[config.mk]
export PLATFORM = sky130hd
export DESIGN_NAME = ellipse_span_generator
export DESIGN_NICKNAME = d
export VERILOG_FILES = /design/src/rtl/core/esg_pkg.sv /design/src/rtl/core/esg_datapath.sv /design/src/rtl/core/esg_ctrl.sv /design/src/rtl/core/ellipse_span_generator.sv
export SDC_FILE = /design/constraint.sdc
export NUM_CORES = 2
export LEC_CHECK = 0
export ABC_CLOCK_PERIOD_IN_PS = 13000
export BUFFER_PORTS_ARGS = -buffer_cell sky130_fd_sc_hd__buf_2
export CORE_MARGIN = 2
export CORE_UTILIZATION = 43
export CTS_CLUSTER_SIZE = 10
export DETAILED_ROUTE_END_ITERATION = 7
export GPL_TIMING_DRIVEN = 0
export SLEW_MARGIN = 20
export SYNTH_ARGS = -nofsm -noshare
export SYNTH_HDL_FRONTEND = slang
export SYNTH_SLANG_ARGS = --single-unit
[constraint.sdc]
create_clock -name clk -period 13 [get_ports clk]
set_input_delay 2.6 -clock clk [delete_from_list [all_inputs] [get_ports clk]]
set_output_delay 2.6 -clock clk [all_outputs]
set_load 0.03 [all_outputs]
[src/rtl/core/esg_pkg.sv]
package esg_pkg;

    // field widths
    localparam int RADIUS_BITS = 10;
    localparam int COORD_BITS  = 12;
    localparam int SPAN_BITS   = COORD_BITS + 1;

    // datapath widths: squares, odd-step increments, sums of two squared products
    localparam int SQ_BITS   = 2 * RADIUS_BITS;
    localparam int STEP_BITS = 3 * RADIUS_BITS + 1;
    localparam int PROD_BITS = 4 * RADIUS_BITS;
    localparam int SUM_BITS  = 4 * RADIUS_BITS + 1;

    // input operation codes
    localparam logic OP_START = 1'b0;
    localparam logic OP_NEXT  = 1'b1;

    // products formed one per cycle on the shared multiplier after a start
    typedef enum logic [2:0] {
        MUL_NONE,
        MUL_RX2,
        MUL_RY2,
        MUL_LIM,
        MUL_HALF,
        MUL_DSTEP
    } mul_op_t;

    // which span the output register loads
    typedef enum logic [1:0] {
        EMIT_NONE,
        EMIT_CENTER,
        EMIT_UPPER,
        EMIT_LOWER
    } emit_sel_t;

    typedef struct packed {
        logic      load;
        mul_op_t   mul_op;
        logic      advance;
        logic      walk;
        emit_sel_t emit;
    } dp_cmd_t;

    typedef struct packed {
        logic walk_more;
        logic last_row;
        logic flat;
    } dp_status_t;

endpackage

[src/rtl/core/esg_datapath.sv]
module esg_datapath
    import esg_pkg::*;
(
    input  logic                          clk,
    input  logic                          rst_n,
    input  dp_cmd_t                       cmd,
    output dp_status_t                    status,
    input  logic signed [COORD_BITS-1:0]  center_x,
    input  logic signed [COORD_BITS-1:0]  center_y,
    input  logic        [RADIUS_BITS-1:0] radius_x,
    input  logic        [RADIUS_BITS-1:0] radius_y,
    output logic signed [SPAN_BITS-1:0]   span_left,
    output logic signed [SPAN_BITS-1:0]   span_right,
    output logic signed [SPAN_BITS-1:0]   span_row,
    output logic                          last_of_step,
    output logic                          shape_done
);

    // held shape
    logic signed [COORD_BITS-1:0]  cx_reg;
    logic signed [COORD_BITS-1:0]  cy_reg;
    logic        [RADIUS_BITS-1:0] rx_reg;
    logic        [RADIUS_BITS-1:0] ry_reg;

    // incremental ellipse terms
    logic [SQ_BITS-1:0]     rx2_reg;
    logic [SQ_BITS-1:0]     ry2_reg;
    logic [SUM_BITS-1:0]    limit_reg;
    logic [SUM_BITS-1:0]    q_reg;
    logic [STEP_BITS-1:0]   e_reg;
    logic [STEP_BITS-1:0]   d_reg;
    logic [RADIUS_BITS-1:0] x_reg;
    logic [RADIUS_BITS-1:0] row_reg;

    // output register
    logic [SPAN_BITS-1:0] left_reg;
    logic [SPAN_BITS-1:0] right_reg;
    logic [SPAN_BITS-1:0] row_out_reg;
    logic                 last_reg;
    logic                 done_reg;

    logic [SQ_BITS-1:0]     mul_a;
    logic [SQ_BITS-1:0]     mul_b;
    logic [PROD_BITS-1:0]   prod;
    logic [RADIUS_BITS:0]   rx_odd;
    logic [SPAN_BITS-1:0]   cx_ext;
    logic [SPAN_BITS-1:0]   cy_ext;
    logic [SPAN_BITS-1:0]   x_ext;
    logic [SPAN_BITS-1:0]   y_ext;
    logic [SPAN_BITS-1:0]   row_sel;
    logic                   last_sel;
    logic                   done_sel;

    // 2*rx - 1, the odd factor of the first column step
    assign rx_odd = {rx_reg, 1'b0} - (RADIUS_BITS + 1)'(1);

    // shared multiplier operand select
    always_comb
    begin
        mul_a = rx2_reg;
        mul_b = ry2_reg;
        unique case (cmd.mul_op)
            MUL_RX2:
            begin
                mul_a = SQ_BITS'(rx_reg);
                mul_b = SQ_BITS'(rx_reg);
            end
            MUL_RY2:
            begin
                mul_a = SQ_BITS'(ry_reg);
                mul_b = SQ_BITS'(ry_reg);
            end
            MUL_LIM:
            begin
                mul_a = rx2_reg;
                mul_b = ry2_reg;
            end
            MUL_HALF:
            begin
                mul_a = rx2_reg;
                mul_b = SQ_BITS'(ry_reg);
            end
            MUL_DSTEP:
            begin
                mul_a = ry2_reg;
                mul_b = SQ_BITS'(rx_odd);
            end
            default:
            begin
                mul_a = rx2_reg;
                mul_b = ry2_reg;
            end
        endcase
    end

    assign prod = mul_a * mul_b;

    // shape capture, setup products, row advance and column walk
    always_ff @(posedge clk)
    begin
        if (cmd.load)
        begin
            cx_reg <= center_x;
            cy_reg <= center_y;
            rx_reg <= radius_x;
            ry_reg <= radius_y;
        end
        unique case (cmd.mul_op)
            MUL_RX2:
            begin
                rx2_reg <= prod[SQ_BITS-1:0];
            end
            MUL_RY2:
            begin
                ry2_reg <= prod[SQ_BITS-1:0];
            end
            MUL_LIM:
            begin
                limit_reg <= SUM_BITS'(prod);
                q_reg     <= SUM_BITS'(prod);
            end
            MUL_HALF:
            begin
                d_reg <= STEP_BITS'(prod);
            end
            MUL_DSTEP:
            begin
                limit_reg <= limit_reg + SUM_BITS'(d_reg >> 1);
                d_reg     <= STEP_BITS'(prod);
                e_reg     <= STEP_BITS'(rx2_reg);
                x_reg     <= rx_reg;
                row_reg   <= '0;
            end
            default:
            begin
            end
        endcase
        // next row: add rx2*(2y+1)
        if (cmd.advance)
        begin
            q_reg   <= q_reg + SUM_BITS'(e_reg);
            e_reg   <= e_reg + STEP_BITS'({rx2_reg, 1'b0});
            row_reg <= row_reg + RADIUS_BITS'(1);
        end
        // one column in: subtract ry2*(2x-1)
        if (cmd.walk)
        begin
            q_reg <= q_reg - SUM_BITS'(d_reg);
            d_reg <= d_reg - STEP_BITS'({ry2_reg, 1'b0});
            x_reg <= x_reg - RADIUS_BITS'(1);
        end
    end

    assign status.walk_more = (x_reg != '0) && (q_reg > limit_reg);
    assign status.last_row  = (row_reg >= ry_reg);
    assign status.flat      = (ry_reg == '0);

    // span coordinates, wrapped to the span width
    assign cx_ext = SPAN_BITS'(cx_reg);
    assign cy_ext = SPAN_BITS'(cy_reg);
    assign x_ext  = SPAN_BITS'(x_reg);
    assign y_ext  = SPAN_BITS'(row_reg);

    always_comb
    begin
        row_sel  = cy_ext;
        last_sel = 1'b1;
        done_sel = 1'b0;
        unique case (cmd.emit)
            EMIT_NONE:
            begin
                row_sel  = cy_ext;
                last_sel = 1'b1;
                done_sel = 1'b0;
            end
            EMIT_CENTER:
            begin
                row_sel  = cy_ext;
                last_sel = 1'b1;
                done_sel = status.flat;
            end
            EMIT_UPPER:
            begin
                row_sel  = cy_ext + y_ext;
                last_sel = 1'b0;
                done_sel = 1'b0;
            end
            EMIT_LOWER:
            begin
                row_sel  = cy_ext - y_ext;
                last_sel = 1'b1;
                done_sel = status.last_row;
            end
        endcase
    end

    // output register
    always_ff @(posedge clk)
    begin
        if (cmd.emit != EMIT_NONE)
        begin
            left_reg    <= cx_ext - x_ext;
            right_reg   <= cx_ext + x_ext;
            row_out_reg <= row_sel;
            last_reg    <= last_sel;
            done_reg    <= done_sel;
        end
    end

    assign span_left    = left_reg;
    assign span_right   = right_reg;
    assign span_row     = row_out_reg;
    assign last_of_step = last_reg;
    assign shape_done   = done_reg;

`ifndef SYNTHESIS
    // a column step never runs past the center column
    a_walk_inside: assert property (@(posedge clk) disable iff (!rst_n)
        cmd.walk |-> (x_reg != '0))
        else $error("column walk with zero half width");

    // a row leaves the walk with its corner inside the limit
    a_upper_inside: assert property (@(posedge clk) disable iff (!rst_n)
        ((cmd.emit == EMIT_UPPER) && (x_reg != '0)) |-> (q_reg <= limit_reg))
        else $error("span emitted outside the ellipse limit");

    // each walk step takes exactly one column
    a_walk_step: assert property (@(posedge clk) disable iff (!rst_n)
        cmd.walk |=> (x_reg == $past(x_reg) - RADIUS_BITS'(1)))
        else $error("half width step lost");
`endif

endmodule

[src/rtl/core/esg_ctrl.sv]
module esg_ctrl
    import esg_pkg::*;
(
    input  logic       clk,
    input  logic       rst_n,
    input  logic       in_valid,
    output logic       in_stall,
    input  logic       operation,
    output logic       out_valid,
    input  logic       out_stall,
    output dp_cmd_t    cmd,
    input  dp_status_t status
);

    typedef enum logic [3:0] {
        S_IDLE,
        S_RX2,
        S_RY2,
        S_LIM,
        S_HALF,
        S_DSTEP,
        S_CENTER,
        S_ADVANCE,
        S_WALK,
        S_UPPER,
        S_LOWER
    } state_t;

    state_t state_reg;
    state_t state_next;
    logic   active_reg;
    logic   active_next;
    logic   out_valid_reg;
    logic   out_valid_next;

    logic accept;
    logic out_free;

    assign in_stall = (state_reg != S_IDLE);
    assign accept   = in_valid && !in_stall;
    assign out_free = !out_valid_reg || !out_stall;

    // next state and datapath commands
    always_comb
    begin
        state_next     = state_reg;
        active_next    = active_reg;
        cmd.load       = 1'b0;
        cmd.mul_op     = MUL_NONE;
        cmd.advance    = 1'b0;
        cmd.walk       = 1'b0;
        cmd.emit       = EMIT_NONE;
        unique case (state_reg)
            S_IDLE:
            begin
                if (accept)
                begin
                    if (operation == OP_START)
                    begin
                        cmd.load   = 1'b1;
                        state_next = S_RX2;
                    end
                    else if (active_reg)
                    begin
                        state_next = S_ADVANCE;
                    end
                end
            end
            S_RX2:
            begin
                cmd.mul_op = MUL_RX2;
                state_next = S_RY2;
            end
            S_RY2:
            begin
                cmd.mul_op = MUL_RY2;
                state_next = S_LIM;
            end
            S_LIM:
            begin
                cmd.mul_op = MUL_LIM;
                state_next = S_HALF;
            end
            S_HALF:
            begin
                cmd.mul_op = MUL_HALF;
                state_next = S_DSTEP;
            end
            S_DSTEP:
            begin
                cmd.mul_op = MUL_DSTEP;
                state_next = S_CENTER;
            end
            S_CENTER:
            begin
                if (out_free)
                begin
                    cmd.emit    = EMIT_CENTER;
                    active_next = !status.flat;
                    state_next  = S_IDLE;
                end
            end
            S_ADVANCE:
            begin
                cmd.advance = 1'b1;
                state_next  = S_WALK;
            end
            S_WALK:
            begin
                if (status.walk_more)
                begin
                    cmd.walk = 1'b1;
                end
                else
                begin
                    state_next = S_UPPER;
                end
            end
            S_UPPER:
            begin
                if (out_free)
                begin
                    cmd.emit   = EMIT_UPPER;
                    state_next = S_LOWER;
                end
            end
            S_LOWER:
            begin
                if (out_free)
                begin
                    cmd.emit    = EMIT_LOWER;
                    active_next = !status.last_row;
                    state_next  = S_IDLE;
                end
            end
            default:
            begin
                state_next = S_IDLE;
            end
        endcase
    end

    // output valid: set on a load, cleared once the span is taken
    always_comb
    begin
        if (cmd.emit != EMIT_NONE)
        begin
            out_valid_next = 1'b1;
        end
        else if (!out_stall)
        begin
            out_valid_next = 1'b0;
        end
        else
        begin
            out_valid_next = out_valid_reg;
        end
    end

    always_ff @(posedge clk or negedge rst_n)
    begin
        if (!rst_n)
        begin
            state_reg     <= S_IDLE;
            active_reg    <= 1'b0;
            out_valid_reg <= 1'b0;
        end
        else
        begin
            state_reg     <= state_next;
            active_reg    <= active_next;
            out_valid_reg <= out_valid_next;
        end
    end

    assign out_valid = out_valid_reg;

`ifndef SYNTHESIS
    // a span is never loaded over one still waiting
    a_no_overwrite: assert property (@(posedge clk) disable iff (!rst_n)
        (cmd.emit != EMIT_NONE) |-> (!out_valid_reg || !out_stall))
        else $error("span register overwritten while stalled");

    // next with no shape gives nothing
    a_idle_next: assert property (@(posedge clk) disable iff (!rst_n)
        (accept && (operation != OP_START) && !active_reg) |=> (state_reg == S_IDLE))
        else $error("next row taken with no active shape");

    // the final row ends the shape
    a_last_row: assert property (@(posedge clk) disable iff (!rst_n)
        ((cmd.emit == EMIT_LOWER) && status.last_row) |=> !active_reg)
        else $error("shape still active after its last row");
`endif

endmodule

[src/rtl/core/ellipse_span_generator.sv]
// channel  direction  handshake            payload
// in       input      in_valid / in_stall  operation, center_x, center_y, radius_x, radius_y
// out      output     out_valid/out_stall  span_left, span_right, span_row, last_of_step,
//                                          shape_done
//
// one item is worked at a time; a start runs its setup states, then loads the center span
// (a shared multiplier forms the five setup products, one per cycle)
// a next row advances the row, walks the half width in one column per step, then loads both spans
// (one add, compare and subtract step of the column walk per cycle)
// asynchronous active-low reset clears the controller: no shape, no span pending
// a stalled output holds its span; the controller waits in its emit state until it is free
module ellipse_span_generator
    import esg_pkg::*;
(
    input  logic                          clk,
    input  logic                          rst_n,
    input  logic                          in_valid,
    output logic                          in_stall,
    input  logic                          operation,
    input  logic signed [COORD_BITS-1:0]  center_x,
    input  logic signed [COORD_BITS-1:0]  center_y,
    input  logic        [RADIUS_BITS-1:0] radius_x,
    input  logic        [RADIUS_BITS-1:0] radius_y,
    output logic                          out_valid,
    input  logic                          out_stall,
    output logic signed [SPAN_BITS-1:0]   span_left,
    output logic signed [SPAN_BITS-1:0]   span_right,
    output logic signed [SPAN_BITS-1:0]   span_row,
    output logic                          last_of_step,
    output logic                          shape_done
);

    dp_cmd_t    cmd;
    dp_status_t status;

    esg_ctrl u_ctrl (
        .clk       (clk),
        .rst_n     (rst_n),
        .in_valid  (in_valid),
        .in_stall  (in_stall),
        .operation (operation),
        .out_valid (out_valid),
        .out_stall (out_stall),
        .cmd       (cmd),
        .status    (status)
    );

    esg_datapath u_datapath (
        .clk          (clk),
        .rst_n        (rst_n),
        .cmd          (cmd),
        .status       (status),
        .center_x     (center_x),
        .center_y     (center_y),
        .radius_x     (radius_x),
        .radius_y     (radius_y),
        .span_left    (span_left),
        .span_right   (span_right),
        .span_row     (span_row),
        .last_of_step (last_of_step),
        .shape_done   (shape_done)
    );

endmodule

## Yosys cells after proc, flatten, opt, wreduce, memory -nomap -nowiden

Cells that the tools add are included.

| storage, ports and cells | value |
|---|---|
| bits in registers | 295 |
| bits of input ports | 49 |
| logic and storage cells | 129 |

| cells by class | value |
|---|---|
| add/subtract/negate cells | 12 |
| $mul | 1 |
| order comparisons | 2 |
| eq/ne operators | 26 |
| muxes and demuxes | 40 |
| reduce and logical (&&, ||, !) cells | 28 |

Operators by type and width:

| kind | number |
|---|---|
| 31-bit two-way mux | 4 |
| 41-bit two-way mux | 3 |
| 20-bit one-hot mux with 3 select lines | 2 |
| 41-bit one-hot mux with 2 select lines | 1 |
| 41-bit by 30-bit adder with 41-bit output | 1 |
| 41-bit by 31-bit adder with 41-bit output | 1 |
| 41-bit greater-than comparator | 1 |
| 41-bit by 31-bit subtractor with 41-bit output | 1 |
| 20-bit by 20-bit multiplier with 40-bit output | 1 |
| 10-bit two-way mux | 4 |
| 4-bit one-hot mux with 10 select lines | 1 |
| 13-bit one-hot mux with 3 select lines | 1 |
| 31-bit by 21-bit adder with 31-bit output | 1 |
| 31-bit by 21-bit subtractor with 31-bit output | 1 |
| 12-bit by 11-bit adder with 13-bit output | 2 |
| 12-bit by 11-bit subtractor with 13-bit output | 2 |
| 4-bit two-way mux | 6 |
| 4-bit by 3-bit equality test with 1-bit output, second input constant | 4 |
| 3-bit one-hot mux with 5 select lines | 1 |
| 4-bit equality test, second input constant | 3 |
| 2-bit by 1-bit != test with 1-bit output, second input constant | 6 |
| 2-bit nonzero test | 6 |
| 1-bit two-way mux | 11 |
| 11-bit by 1-bit subtractor with 11-bit output, second input constant | 1 |
| other kinds (29) | 44 |

## Longest topological paths before layout

| depth | value |
|---|---|
| depth in word-level cells | 9 |
| gate-level depth with buffers | 35 |
| mapped depth without buffers | 32 |

## Cells and area by module

A second synthesis with hierarchy kept.

| second synthesis, totals | value |
|---|---|
| cell total of the unflattened synthesis | 4,056 |
| area, all modules | 36,431.2 um^2 |

By module, submodules not included:

| module | instances | cells an instance | area an instance (um^2) | sequential area each (um^2) |
|---|---|---|---|---|
| esg_datapath | 1 | 3,998 | 35,909.4 | 8,648.3 |
| esg_ctrl | 1 | 58 | 521.8 | 150.1 |

## Worst setup path before layout

OpenSTA, ideal clock, no wires.

| timing path | value |
|---|---|
| kind | reg-to-reg |
| start point | reg u_ctrl.state_reg[1] |
| end point | reg u_datapath.q_reg[37] (data pin) |
| setup time | 0.261 ns |
| arrival | 8.730 ns |
| required time | 12.739 ns |
| path slack | 4.009 ns |
| stages on the path, launching flop included | 35 |
| buffers on the path | 3 |
| cells stage by stage | dfrtp_1 > clkbuf_1 > nand2b_1 > nor3_2 > clkbuf_1 > a222oi_1 > nand2_1 > o21a_1 > clkbuf_1 > nand2_1 > fa_1 > inv_1 > fa_1 > inv_1 > fa_1 > inv_1 > fa_1 > inv_1 > fa_1 > inv_1 > fa_1 > inv_1 > fa_1 > inv_1 > ha_1 > and4_1 > o211ai_1 > o21ai_2 > a31oi_1 > o41ai_4 > o21ai_1 > o31a_1 > o21ai_2 > xor2_1 > a221o_1 |

| on the way | value |
|---|---|
| longest elaborated chain between the ends | 9 |
| elaborated cells between the ends (all ways) | 21 |
| those cells by class | mul (1); eq/ne (11); mux (8); reduce/logical (1) |

Ends and longest elaborated chain:

| element | line | text |
|---|---|---|
| from (decl) | esg_ctrl.sv:29 | `state_t state_reg;` |
| from (signal assigned) | esg_ctrl.sv:170 | `state_reg <= state_next;` |
| 4-bit by 3-bit equality test with 1-bit output, or another cell as far along | esg_ctrl.sv:53 | `unique case (state_reg)` |
| 3-bit one-hot mux with 5 select lines | esg_ctrl.sv:53 |  |
| 3-bit by 2-bit equality test with 1-bit output / 3-bit equality test (equally long branches) | esg_datapath.sv:62 | `unique case (cmd.mul_op)` |
| 2-bit OR reduction (no source line) | - |  |
| 20-bit one-hot mux with 3 select lines | esg_datapath.sv:62 |  |
| 20-bit by 20-bit multiplier with 40-bit output | esg_datapath.sv:96 | `assign prod = mul_a * mul_b;` |
| 41-bit two-way mux | esg_datapath.sv:108 | `unique case (cmd.mul_op)` |
| 41-bit two-way mux | esg_datapath.sv:139 | `if (cmd.advance)` |
| 41-bit two-way mux * | esg_datapath.sv:146 | `if (cmd.walk)` |
| to (signal assigned) | esg_datapath.sv:120 | `q_reg <= SUM_BITS'(prod);` |
| to (signal assigned) | esg_datapath.sv:141 | `q_reg <= q_reg + SUM_BITS'(e_reg);` |
| to (signal assigned) | esg_datapath.sv:148 | `q_reg <= q_reg - SUM_BITS'(d_reg);` |
| to (decl) | esg_datapath.sv:29 | `logic [SUM_BITS-1:0] q_reg;` |

Mark *: on every way between the ends. The rest lies on a longest branch, timed or not. The select of a mux whose other input is x is not followed.
A chain may end at the register's enable or synchronous reset.

## Worst setup path after layout

| timing path | value |
|---|---|
| start point | reg u_ctrl.state_reg[3] |
| end point | reg u_datapath.d_reg[30] (data pin) |

| on the way | value |
|---|---|
| longest elaborated chain between the ends | 8 |
| elaborated cells between the ends (all ways) | 18 |
| those cells by class | mul (1); eq/ne (10); mux (6); reduce/logical (1) |

Ends and longest elaborated chain:

| element | line | text |
|---|---|---|
| 4-bit by 3-bit equality test with 1-bit output, or another cell as far along | esg_ctrl.sv:53 |  |
| 3-bit one-hot mux with 5 select lines | esg_ctrl.sv:53 |  |
| 3-bit by 2-bit equality test with 1-bit output / 3-bit equality test (equally long branches) | esg_datapath.sv:62 |  |
| 2-bit OR reduction (no source line) | - |  |
| 20-bit one-hot mux with 3 select lines | esg_datapath.sv:62 |  |
| 20-bit by 20-bit multiplier with 40-bit output | esg_datapath.sv:96 |  |
| 31-bit two-way mux | esg_datapath.sv:108 |  |
| 31-bit two-way mux * | esg_datapath.sv:146 |  |
| to (signal assigned) | esg_datapath.sv:124 | `d_reg <= STEP_BITS'(prod);` |
| to (signal assigned) | esg_datapath.sv:129 | `d_reg <= STEP_BITS'(prod);` |
| to (signal assigned) | esg_datapath.sv:149 | `d_reg <= d_reg - STEP_BITS'({ry2_reg, 1'b0});` |
| to (decl) | esg_datapath.sv:31 | `logic [STEP_BITS-1:0] d_reg;` |

Marked as above.

==> results.json <==
{
  "outcome": "completed",
  "clockBufferDepth": 3,
  "row_count": 105,
  "fp.dieArea_um2": 84900,
  "rsz0062_at_grt": "false",
  "coreArea_um2": 82000,
  "hold_path.startpoint": "u_ctrl.active_reg",
  "critical_path_required_ns": 13.44,
  "yosysSeqAreaShare": 0.248,
  "final_util": 0.473,
  "antenna_found_initial": 1,
  "worst_r2r_startpoint": "u_ctrl.state_reg[3]",
  "post-cts-setup-buffer-count": 0,
  "timing.critical_path.from_type": "flip-flop",
  "ys_async_sr_fraction": 0.0204,
  "htree_num_levels": 2,
  "worst_setup_hold_path_clk_slew_ns": 0.06,
  "num_cts_buffers": 39,
  "worst_r2r_endpoint": "u_datapath.d_reg[30]",
  "slowest_stage": "a22oi_1",
  "finClkSkew_ns": 0.0505,
  "count_of_flip_flops_with_a_built_in_enable_after_synthesis": 288,
  "clock_tree_from_tritoncts": "done",
  "max_cap_viol_count": 0,
  "ioPinCount": 92,
  "critical_path_peak_fanout": 10,
  "multi_input_area_um2": 24100,
  "timing.hold.ws_ns": 0.483,
  "share_of_final_layout_standard_cells_stronger_than_drive_strength_1": 0.0572,
  "drt_drc_violations_left": 0,
  "setup-violations-final": 0,
  "seq_area_um2": 8800,
  "post_cts.resized_instances": 0,
  "die_height_um": 291,
  "grt_first_pass_wirelength_um": 172000,
  "nFillCells": 7967,
  "crit_arrival_ns": 11.25,
  "start_util": 0.433,
  "cts-hold-fix-buffers": 0,
  "hold_path_class": "reg -> reg",
  "synth_area_per_cell_um2": 8.99,
  "wl_per_cell_um": 21.6,
  "min_period_ns": 10.82,
  "mostFrequentLayoutCell": "inv_1",
  "route.final.wire_length_um": 112000,
  "synth_nets": 4696,
  "ctsRootBufferMaster": "clkbuf_16",
  "yosysWarnings": 0,
  "hold_depth": 2,
  "grt.total_usage": 0.264,
  "overflow": 0,
  "yosys_most_used_dff": "edfxtp_1",
  "post_synth_instance_area_um2": 35500,
  "insertedDiodeCount": 0,
  "synth.ff_latch_count": 294,
  "drt_iter0_drc": 2179,
  "hold_ep": "u_ctrl.active_reg",
  "slew_headroom": 0.187,
  "worst_slew_pin_slew_ns": 1.21,
  "clock.fmax_mhz": 92.4,
  "reg2reg_slack_ns": 2.18,
  "crit_path_end_kind": "flip-flop",
  "post-route-period-util": 0.832,
  "pre_cts_slack_ns": 2.36,
  "clock_insertion_delay_worst_skew_ns": 0.60,
  "most-common-layout-cells": "inv_1 (559), nand2_1 (504), ha_1 (369), nor2_1 (355), fa_1 (328)",
  "gp_congestion": 0.967,
  "post_synth_inst_count": 3950,
  "first_global_vias": 28900,
  "yosys.cell_types.count": 94,
  "grt_start_max_net_pins": 30,
  "syn_to_final_growth_pct": 9.13,
  "timing.setup.tns_ns": 0,
  "final_antenna_net_count": 0,
  "vias_per_cell": 5.65,
  "num_vias": 29400,
  "critical-path-max-stage-delay_ns": 1.09,
  "cts.sinks": 294,
  "nets": 4847,
  "final.setup.worst_slack_ns": 2.18,
  "timing.setup.critical_path_class": "reg -> reg",
  "firstDrtPassIters": 6,
  "dpl.hpwl_um": 90600,
  "finalHoldViolCount": 0,
  "place.port_buffers": 91,
  "slew_viol_final": 0,
  "timing.critical_path.mode_cell": "fa_1",
  "worstRegToRegCells": 30,
  "die_width_um": 291
}
## metal layers
layer | track usage | vias up | routed length (µm)
li1 | - | 13700 | -
met1 | 0.350 | 14300 | 47400
met2 | 0.427 | 1113 | 51000
met3 | 0.0377 | 261 | 7670
met4 | 0.127 | 0 | 6140
met5 | 0 | - | 0
## cell families after synthesis
logic type | Yosys count | synth area share
simple gates | 1201 | 0.150
compound gates | 812 | 0.152
buf+inv | 699 | 0.0743
fa+ha+maj | 697 | 0.315
flops | 294 | 0.248
xor+xnor | 224 | 0.0552
mux | 23 | 0.00676
## layout make-up
cell class | instances | share of cell area
multi-input combinational | 2957 | 0.623
sequential | 294 | 0.227
inverter | 560 | 0.0542
tap | 1070 | 0.0345
clock buffer | 51 | 0.0266
timing repair buffer | 110 | 0.0177
buffer | 139 | 0.0139
clock inverter | 16 | 0.00307
## critical path: cells and delay by family, from the launching register on
family / cells / cell delay, ns
adders and majority gates: 8 / 3.96
AOI/OAI and AO/OA: 6 / 2.72
buffers and inverters: 9 / 2.12
and+or+nand+nor: 6 / 1.02
xor gates and xnor gates: 1 / 0.51
DFF: 1 / 0.33
## synthesized netlist by cell type (18+ instances only)
library cell  number  area [µm²]
inv_1            559        2100
nand2_1          505        1900
ha_1             369        4620
nor2_1           355        1330
fa_1             328        6570
edfxtp_1         288        8650
o21ai_0          209        1050
a21oi_1          186         931
xnor2_1          128        1120
clkbuf_1         118         443
a21o_1            96         721
xor2_1            96         841
nand3_1           55         275
nor3_1            46         230
nand2b_1          44         275
nand4_1           42         263
nor2b_1           29         181
o21a_1            29         218
a22oi_1           28         210
and3_1            28         175
a31oi_1           26         163
or3_1             26         163
a211oi_1          25         188
and2_1            23         144
o21bai_1          21         158
o31ai_1           18         135
## how the worst max path moves through the flow
stage,startpoint,end,slack (ns),cells after the start
final,u_ctrl.state_reg[3],u_datapath.d_reg[30],2.18,30
after global routing,u_ctrl.state_reg[3],u_datapath.d_reg[30],1.61,33
after CTS,u_ctrl.state_reg[3],u_datapath.d_reg[30],2.32,31
after detailed placement,u_ctrl.state_reg[3],u_datapath.d_reg[30],2.36,31
after global placement,u_ctrl.state_reg[1],u_datapath.d_reg[30],1.84,34
after floorplan,u_ctrl.state_reg[1],u_datapath.q_reg[37],4.01,34
## through the flow
stage          cell area (µm²)  cells
6_report                 38800   5197
5_1_grt                  38800   5197
4_1_cts                  38700   5196
3_5_place_dp             37600   5129
3_3_place_gp             37300   5111
2_1_floorplan            35500   3950
Power is left out: the tool's default activity adds up to more than one toggle a clock period on the data nets, which glitch-free logic cannot reach.
